===== config.mk =====
export PLATFORM = sky130hd
export DESIGN_NAME = cpu_instruction_class_decoder_top
export DESIGN_NICKNAME = d
export VERILOG_FILES = /design/src/rtl/cicd_pkg.sv /design/src/rtl/cicd_decode.sv /design/src/rtl/cpu_instruction_class_decoder_top.sv
export VERILOG_INCLUDE_DIRS = /design/src /design/src/rtl
export SDC_FILE = /design/constraint.sdc
export NUM_CORES = 1
export LEC_CHECK = 0
export BUFFER_PORTS_ARGS = -buffer_cell sky130_fd_sc_hd__buf_2
export CAP_MARGIN = 25
export CORE_AREA = 4 4 78 62
export DETAILED_ROUTE_END_ITERATION = 8
export DIE_AREA = 0 0 82 66
export SYNTH_ARGS = -nofsm -noshare
export SYNTH_HDL_FRONTEND = slang
export SYNTH_SLANG_ARGS = --single-unit

===== constraint.sdc =====
create_clock -name clk_i -period 3.2 [get_ports clk_i]
set_clock_uncertainty 0.2 [all_clocks]
set_input_delay 0.64 -clock clk_i [delete_from_list [all_inputs] [get_ports clk_i]]
set_output_delay 0.64 -clock clk_i [all_outputs]
set_load 0.1 [all_outputs]

===== src/rtl/assert_macros.svh =====
// Assertion macros for the RTL of the instruction class decoder, used by the top level.
// Each macro checks on the rising edge of clk_i and is off while rst_ni is low.
`ifndef ASSERT_MACROS_SVH
`define ASSERT_MACROS_SVH

// Same-cycle implication.
`define ASSERT_IMPL(label, ante, cons, msg) \
  label: assert property (@(posedge clk_i) disable iff (!rst_ni) (ante) |-> (cons)) \
    else $error(msg);

// Next-cycle implication.
`define ASSERT_NEXT(label, ante, cons, msg) \
  label: assert property (@(posedge clk_i) disable iff (!rst_ni) (ante) |=> (cons)) \
    else $error(msg);

`endif


===== src/rtl/cicd_pkg.sv =====
// Package for the instruction class decoder: class codes, match masks and
// the result type. It depends on nothing else.
package cicd_pkg;

  localparam int unsigned WordW  = 32;
  localparam int unsigned ClassW = 6;

  // Class codes.
  localparam logic [ClassW-1:0] CLS_INVALID = 6'd0;
  localparam logic [ClassW-1:0] CLS_B       = 6'd1;
  localparam logic [ClassW-1:0] CLS_BL      = 6'd2;
  localparam logic [ClassW-1:0] CLS_BX      = 6'd3;
  localparam logic [ClassW-1:0] CLS_LDRH    = 6'd4;
  localparam logic [ClassW-1:0] CLS_LDRSB   = 6'd5;
  localparam logic [ClassW-1:0] CLS_LDRSH   = 6'd6;
  localparam logic [ClassW-1:0] CLS_STRH    = 6'd7;
  localparam logic [ClassW-1:0] CLS_MUL     = 6'd8;
  localparam logic [ClassW-1:0] CLS_MLA     = 6'd9;
  localparam logic [ClassW-1:0] CLS_UMULL   = 6'd10;
  localparam logic [ClassW-1:0] CLS_UMLAL   = 6'd11;
  localparam logic [ClassW-1:0] CLS_SMULL   = 6'd12;
  localparam logic [ClassW-1:0] CLS_SMLAL   = 6'd13;
  localparam logic [ClassW-1:0] CLS_ALU0    = 6'd14;
  localparam logic [ClassW-1:0] CLS_MRS     = 6'd30;
  localparam logic [ClassW-1:0] CLS_MSR     = 6'd31;
  localparam logic [ClassW-1:0] CLS_LDR     = 6'd32;
  localparam logic [ClassW-1:0] CLS_STR     = 6'd33;
  localparam logic [ClassW-1:0] CLS_LDM     = 6'd34;
  localparam logic [ClassW-1:0] CLS_STM     = 6'd35;

  // Halfword transfer SH field codes.
  localparam logic [1:0] SH_H  = 2'd1;
  localparam logic [1:0] SH_SB = 2'd2;
  localparam logic [1:0] SH_SH = 2'd3;

  // Data-processing opcodes that may hide a status register access, and the multiply opcodes.
  localparam logic [3:0] OP_TST = 4'd8;
  localparam logic [3:0] OP_CMN = 4'd11;
  localparam logic [3:0] OP_MUL = 4'd0;
  localparam logic [3:0] OP_MLA = 4'd1;

  // Major opcode fields.
  localparam logic [3:0] TOP_B   = 4'hA;
  localparam logic [3:0] TOP_BL  = 4'hB;
  localparam logic [1:0] GRP_DP  = 2'b00;
  localparam logic [1:0] GRP_SDT = 2'b01;
  localparam logic [2:0] GRP_BLK = 3'b100;

  // Masks and patterns of the compares.
  localparam logic [WordW-1:0] MASK_BX   = 32'h0FFF_FF00;
  localparam logic [WordW-1:0] PAT_BX    = 32'h012F_FF00;
  localparam logic [WordW-1:0] MASK_HALF = 32'h0E00_0090;
  localparam logic [WordW-1:0] PAT_HALF  = 32'h0000_0090;
  localparam logic [WordW-1:0] MASK_MUL  = 32'h0E00_00F0;
  localparam logic [WordW-1:0] PAT_MUL   = 32'h0000_0090;
  localparam logic [WordW-1:0] MASK_MULL = 32'h0F80_00F0;
  localparam logic [WordW-1:0] PAT_MULL  = 32'h0080_0090;
  localparam logic [WordW-1:0] MASK_MRS  = 32'h0FBF_0FFF;
  localparam logic [WordW-1:0] PAT_MRS   = 32'h010F_0000;
  localparam logic [WordW-1:0] MASK_MSRR = 32'h0FBF_FFF0;
  localparam logic [WordW-1:0] PAT_MSRR  = 32'h0129_F000;
  localparam logic [WordW-1:0] MASK_MSRF = 32'h0DBF_F000;
  localparam logic [WordW-1:0] PAT_MSRF  = 32'h0128_F000;

  // Result of one decode.
  typedef struct packed {
    logic [ClassW-1:0] op_class;
    logic              is_valid;
  } result_t;

endpackage


===== src/rtl/cicd_decode.sv =====
// Combinational class decode of one instruction word.
// Depends on cicd_pkg for masks, class codes and the result type.
module cicd_decode import cicd_pkg::*; (
  input  logic [WordW-1:0] word_i,
  output result_t          res_o
);

  logic [ClassW-1:0] cls_branch;
  logic [ClassW-1:0] cls_half;
  logic [ClassW-1:0] cls_mul;
  logic [ClassW-1:0] cls_mull;
  logic [ClassW-1:0] cls_psr;
  logic [ClassW-1:0] cls_alu;
  logic [ClassW-1:0] cls_mem;
  logic [ClassW-1:0] cls_final;
  logic [3:0]        opcode;
  logic [1:0]        sh;

  assign opcode = word_i[24:21];
  assign sh     = word_i[6:5];

  // Branches: B and BL by bits 27:24, BX by its fixed pattern.
  always_comb begin
    cls_branch = CLS_INVALID;
    if (word_i[27:24] == TOP_B) begin
      cls_branch = CLS_B;
    end else if (word_i[27:24] == TOP_BL) begin
      cls_branch = CLS_BL;
    end else if ((word_i & MASK_BX) == PAT_BX) begin
      cls_branch = CLS_BX;
    end
  end

  // Halfword and signed transfers; a store only exists with SH = 01.
  always_comb begin
    cls_half = CLS_INVALID;
    if ((word_i & MASK_HALF) == PAT_HALF) begin
      if (word_i[20]) begin
        case (sh)
          SH_H:    cls_half = CLS_LDRH;
          SH_SB:   cls_half = CLS_LDRSB;
          SH_SH:   cls_half = CLS_LDRSH;
          default: cls_half = CLS_INVALID;
        endcase
      end else if (sh == SH_H) begin
        cls_half = CLS_STRH;
      end
    end
  end

  // Short multiplies need bits 24:21 to be MUL or MLA.
  always_comb begin
    cls_mul = CLS_INVALID;
    if ((word_i & MASK_MUL) == PAT_MUL) begin
      if (opcode == OP_MUL) begin
        cls_mul = CLS_MUL;
      end else if (opcode == OP_MLA) begin
        cls_mul = CLS_MLA;
      end
    end
  end

  // Long multiplies: bit 22 set means signed, bit 21 means accumulate.
  always_comb begin
    cls_mull = CLS_INVALID;
    if ((word_i & MASK_MULL) == PAT_MULL) begin
      case (word_i[22:21])
        2'b00:   cls_mull = CLS_UMULL;
        2'b01:   cls_mull = CLS_UMLAL;
        2'b10:   cls_mull = CLS_SMULL;
        default: cls_mull = CLS_SMLAL;
      endcase
    end
  end

  // Status register access; its class is used only for the compare opcodes.
  always_comb begin
    cls_psr = CLS_INVALID;
    if ((word_i & MASK_MRS) == PAT_MRS) begin
      cls_psr = CLS_MRS;
    end else if ((word_i & MASK_MSRR) == PAT_MSRR) begin
      cls_psr = CLS_MSR;
    end else if ((word_i & MASK_MSRF) == PAT_MSRF) begin
      cls_psr = CLS_MSR;
    end
  end

  // Data processing: for the compare opcodes a status access wins, else the opcode gives the class.
  always_comb begin
    cls_alu = CLS_INVALID;
    if (word_i[27:26] == GRP_DP) begin
      if (opcode >= OP_TST && opcode <= OP_CMN && cls_psr != CLS_INVALID) begin
        cls_alu = cls_psr;
      end else begin
        cls_alu = CLS_ALU0 + {2'b00, opcode};
      end
    end
  end

  // Single and block data transfers, load or store by bit 20.
  always_comb begin
    cls_mem = CLS_INVALID;
    if (word_i[27:26] == GRP_SDT) begin
      cls_mem = word_i[20] ? CLS_LDR : CLS_STR;
    end else if (word_i[27:25] == GRP_BLK) begin
      cls_mem = word_i[20] ? CLS_LDM : CLS_STM;
    end
  end

  // Fixed priority across the groups.
  always_comb begin
    if (cls_branch != CLS_INVALID) begin
      cls_final = cls_branch;
    end else if (cls_half != CLS_INVALID) begin
      cls_final = cls_half;
    end else if (cls_mul != CLS_INVALID) begin
      cls_final = cls_mul;
    end else if (cls_mull != CLS_INVALID) begin
      cls_final = cls_mull;
    end else if (cls_alu != CLS_INVALID) begin
      cls_final = cls_alu;
    end else begin
      cls_final = cls_mem;
    end
  end

  assign res_o.op_class = cls_final;
  assign res_o.is_valid = (cls_final != CLS_INVALID);

endmodule


===== src/rtl/cpu_instruction_class_decoder_top.sv =====
// Top level of the instruction class decoder: input register, decode, result register.
// Depends on cicd_pkg, cicd_decode and assert_macros.svh.
//
//   channel | direction | handshake                   | payload
//   --------+-----------+-----------------------------+---------------------------
//   in      | to block  | in_valid_i / in_stall_o     | instr_word_i[31:0]
//   out     | from block| out_valid_o / out_stall_i   | op_class_o[5:0], is_valid_o
//
// A request is held in the input register after it is accepted and is decoded
// into the result register once that register is empty or drained; the result
// stays there until out_stall_i is low.
// One request is accepted every cycle while the output is not stalled.
// Reset clears both valid flags; the payload registers are not reset.
// A stall on the output holds the result and, once the input register is
// also full, raises in_stall_o in the same cycle.
`include "assert_macros.svh"

module cpu_instruction_class_decoder_top import cicd_pkg::*; (
  input  logic              clk_i,
  input  logic              rst_ni,
  input  logic              in_valid_i,
  output logic              in_stall_o,
  input  logic [WordW-1:0]  instr_word_i,
  output logic              out_valid_o,
  input  logic              out_stall_i,
  output logic [ClassW-1:0] op_class_o,
  output logic              is_valid_o
);

  logic             in_valid_q;
  logic             in_valid_d;
  logic [WordW-1:0] word_q;
  logic             out_valid_q;
  logic             out_valid_d;
  result_t          res_q;
  result_t          res_dec;
  logic             out_take;
  logic             in_accept;

  // Handshake control: the result register moves when empty or drained.
  assign out_take   = !out_valid_q || !out_stall_i;
  assign in_stall_o = in_valid_q && !out_take;
  assign in_accept  = in_valid_i && !in_stall_o;

  always_comb begin
    in_valid_d = in_valid_q;
    if (in_accept) begin
      in_valid_d = 1'b1;
    end else if (out_take) begin
      in_valid_d = 1'b0;
    end
  end

  assign out_valid_d = out_take ? in_valid_q : out_valid_q;

  // Valid flags.
  always_ff @(posedge clk_i or negedge rst_ni) begin
    if (!rst_ni) begin
      in_valid_q  <= 1'b0;
      out_valid_q <= 1'b0;
    end else begin
      in_valid_q  <= in_valid_d;
      out_valid_q <= out_valid_d;
    end
  end

  // Payload registers.
  always_ff @(posedge clk_i) begin
    if (in_accept) begin
      word_q <= instr_word_i;
    end
    if (out_take) begin
      res_q <= res_dec;
    end
  end

  // Class decode between the two registers.
  cicd_decode u_decode (
    .word_i (word_q),
    .res_o  (res_dec)
  );

  assign out_valid_o = out_valid_q;
  assign op_class_o  = res_q.op_class;
  assign is_valid_o  = res_q.is_valid;

  // The valid flag of a result agrees with its class code.
  `ASSERT_IMPL(a_valid_flag, out_valid_o, is_valid_o == (|op_class_o), "bad is_valid_o")
  // An accepted request always lands in the input register.
  `ASSERT_NEXT(a_in_load, in_valid_i && !in_stall_o, in_valid_q, "accepted request was lost")
  // A full input register behind a stalled output must push back.
  `ASSERT_IMPL(a_backpressure, !out_take && in_valid_q, in_stall_o, "missing input stall")

endmodule

==> impl_metrics.yaml <==
outcome:
  outcome: "finished, final reports clean"
synth:
  synth_top_area_share: 0.6758
  syn_area_um2: 1555
  yosys_register_bits: 37
  synth_seq_area_share: 0.7080
  synth_area_leader_cell: "edfxtp_1"
  syn-instance-count: 111
  async_flop_share: 0.05405
  syn_area_per_cell_um2: 14.01
  synth_edf_count: 35
  ys_types: 33
  syn_nets: 148
  yosys_most_used_dff: "edfxtp_1"
  yosys-top-cells-area: "edfxtp_1 68%, dfrtp_1 3.2%, nor2_1 1.9%, nand2_1 1.7%, and4_1 1.7%"
  ys.warnings.count: 0
global_routing:
  grtUsageMet1: 0.1446
  grtUsageTotal: 0.1167
  met2_usage: 0.1714
  grt_pass1_vias: 1031
  met3_usage: 0.04905
  grt_overflow_total: 0
  grt_max_degree: 29
  antenna_found_initial: 0
  grt_busiest_layer: "met2"
  grt_pass1_wl_um: 4560
critical_path:
  r2r_cells: 6
  crit_buf_inv: 0
  cp.required_ps: 3020
  cp_slowest_cell: "edfxtp_1"
  cp_max_fo: 8
  max_stage_delay_ps: 480
  crit_chain: "nor2_1, nand3_1, o311ai_2, o2111a_1, o41ai_1, or4_1"
  crit_path_start_kind: "register"
  crit_type: "register to register"
  r2r-end: "is_valid_o"
  r2r_start: "word_q[27]"
  cp.arrival_ps: 2410
  cp-end-kind: "register"
  worst-r2r-setup-slack_ps: 610
  cp_top_family: "simple AND/OR/NAND/NOR gates"
timing:
  worstMarginPinSlew_ps: 485.8
  rsz0062_at_grt: "false"
  layout_min_cycle_time_ps: 2590
  max_freq_ghz: 0.3860
  setup_violations: 0
  setup_slack_ps: 609.5
  fin_crit_sh: 0.8095
  finalSetupTns_ps: 0
  maxSlewViolCount: 0
  relSlewSlack: 0.6784
  hold_viol_final: 0
finish:
  mostFrequentLayoutCells: "40 x buf_2, 35 x edfxtp_1, 8 x nor2_1"
  drive_gt1_frac: 0.3063
  fin_area_um2: 1924
  fillCellCount: 371
  syn2layout_area_growth_pct: 23.73
  n_antenna_cell: 0
  fin_nets: 196
  final_common_cell: "buf_2"
place:
  placed_cell_area_um2: 1827
  dpl.hpwl_um: 2231
  dp_worst_setup_slack_ps: 622.9
  gp_congestion: 0.9017
  port-buffer-count: 40
detailed_routing:
  finalWirelength_um: 2891
  viasPerCell: 4.953
  dr.pass1.iters: 4
  routed-via-count: 1065
  post_drt_wl_per_cell_um: 13.45
  drtAntennaViolNets: 0
  dr.first_iter.drc_count: 115
  route.detailed.drc: 0
clock_tree:
  clockRootBuffer: "clkbuf_8"
  cts_made_buffers: 5
  clockBufferDepth: 2
  insertion_delay_ps: 290
  cts_resized: 0
  cts.sinks: 37
  clkTransAtPathRegs_ps: 80
  htree_levels: 2
  cts_tree: "yes"
die:
  ios: 45
  core-area_um2: 4004
  die_area_um2: 5412
  dieWidth_um: 82
  num_rows: 20
  start_util: 0.3884
  fp.dieH_um: 66
worst_hold_path:
  min_path_type: "register to register"
  holdPathEnd: "out_valid_o"
  hold_depth: 1
  holdCritStartpoint: "in_valid_q"
power_and_ir_drop:
  peakVddDrop_uv: 250.8
  leakage_uw: 0.0007285
  power_density_nw_per_um2: 555.6
flow_run:
  maxCapViolations: 0
power breakdown:
part | total (uW) | internal (uW) | switching, uW
clock | 314 | 153 | 161
combinational | 162 | 40.1 | 122
sequential | 593 | 572 | 21.3
total | 1070 | 765 | 304
cell usage after synthesis, types with 2 or more instances:
cell type / count
a21oi_1: 4
and4_1: 3
dfrtp_1: 2
edfxtp_1: 35
inv_1: 6
nand2_1: 7
nand2b_1: 3
nand3_1: 5
nand3b_1: 2
nand4_1: 4
nor2_1: 8
nor3_1: 4
nor4_1: 3
nor4b_1: 2
o211ai_1: 2
o21ai_0: 3
o31ai_1: 2
kinds of logic after synthesis:
logic type / Yosys count / synth area share
XOR/XNOR: 2 / 0.01127
AO/OA/AOI/OAI: 18 / 0.08769
AND/OR/NAND/NOR: 46 / 0.1674
flip-flops: 37 / 0.7080
adder cells (fa/ha/maj): 1 / 0.008044
buffers and inverters: 7 / 0.01769
routing by layer:
metal	vias up	part of all wire	wire length [um]
met2	50	0.45	1292
met3	9	0.088	255
met1	471	0.45	1289
met5	-	0	0
li1	535	-	-
met4	0	0.019	54
how the worst max path moves through the flow:
| stage | cells past startpoint | to | startpoint | slack [ps] |
|---|---|---|---|---|
| after global routing | 6 | is_valid_o | word_q[27] | 450 |
| after detailed placement | 6 | is_valid_o | word_q[27] | 620 |
| after global placement | 6 | is_valid_o | word_q[27] | 710 |
| after CTS | 6 | is_valid_o | word_q[27] | 610 |
| final | 6 | is_valid_o | word_q[27] | 610 |
| after floorplan | 2 | in_stall_o | out_valid_o | 580 |
per-stage QoR:
stage                       util  hold slack [ps]  cells  total power, uW
after floorplan                -            144.4    111            721.5
after global placement    0.4563            225.1    206            762.2
after detailed placement  0.4563            225.9    206            766.5
after CTS                 0.4806            274.1    215             1082
after global routing      0.4806            301.6    215             1122
final                     0.4806            265.8    215             1069
registers in the layout, indices dropped and copies added (netlist names):
| register | cells |
|---|---|
| in_valid_q | 1 |
| is_valid_o | 1 |
| out_valid_o | 1 |
| word_q | 28 |
| op_class_o | 6 |
layout make-up:
class                           instances  area, um2  area share
Sequential cell                        37       1101      0.5722
Multi-Input combinational cell         67      426.7      0.2217
Timing Repair Buffer                   42      217.7      0.1131
Clock buffer                            6      72.57     0.03771
Tap cell                               55      68.82     0.03576
Inverter                                6      22.52     0.01170
Clock inverter                          2      15.01    0.007802
timing repair:
item / CTS / global route
hold endpoints to repair: 2 / 0
setup buffers: 0 / 0
hold buffers: 1 / 0
Power figures use the tool's default switching activity.
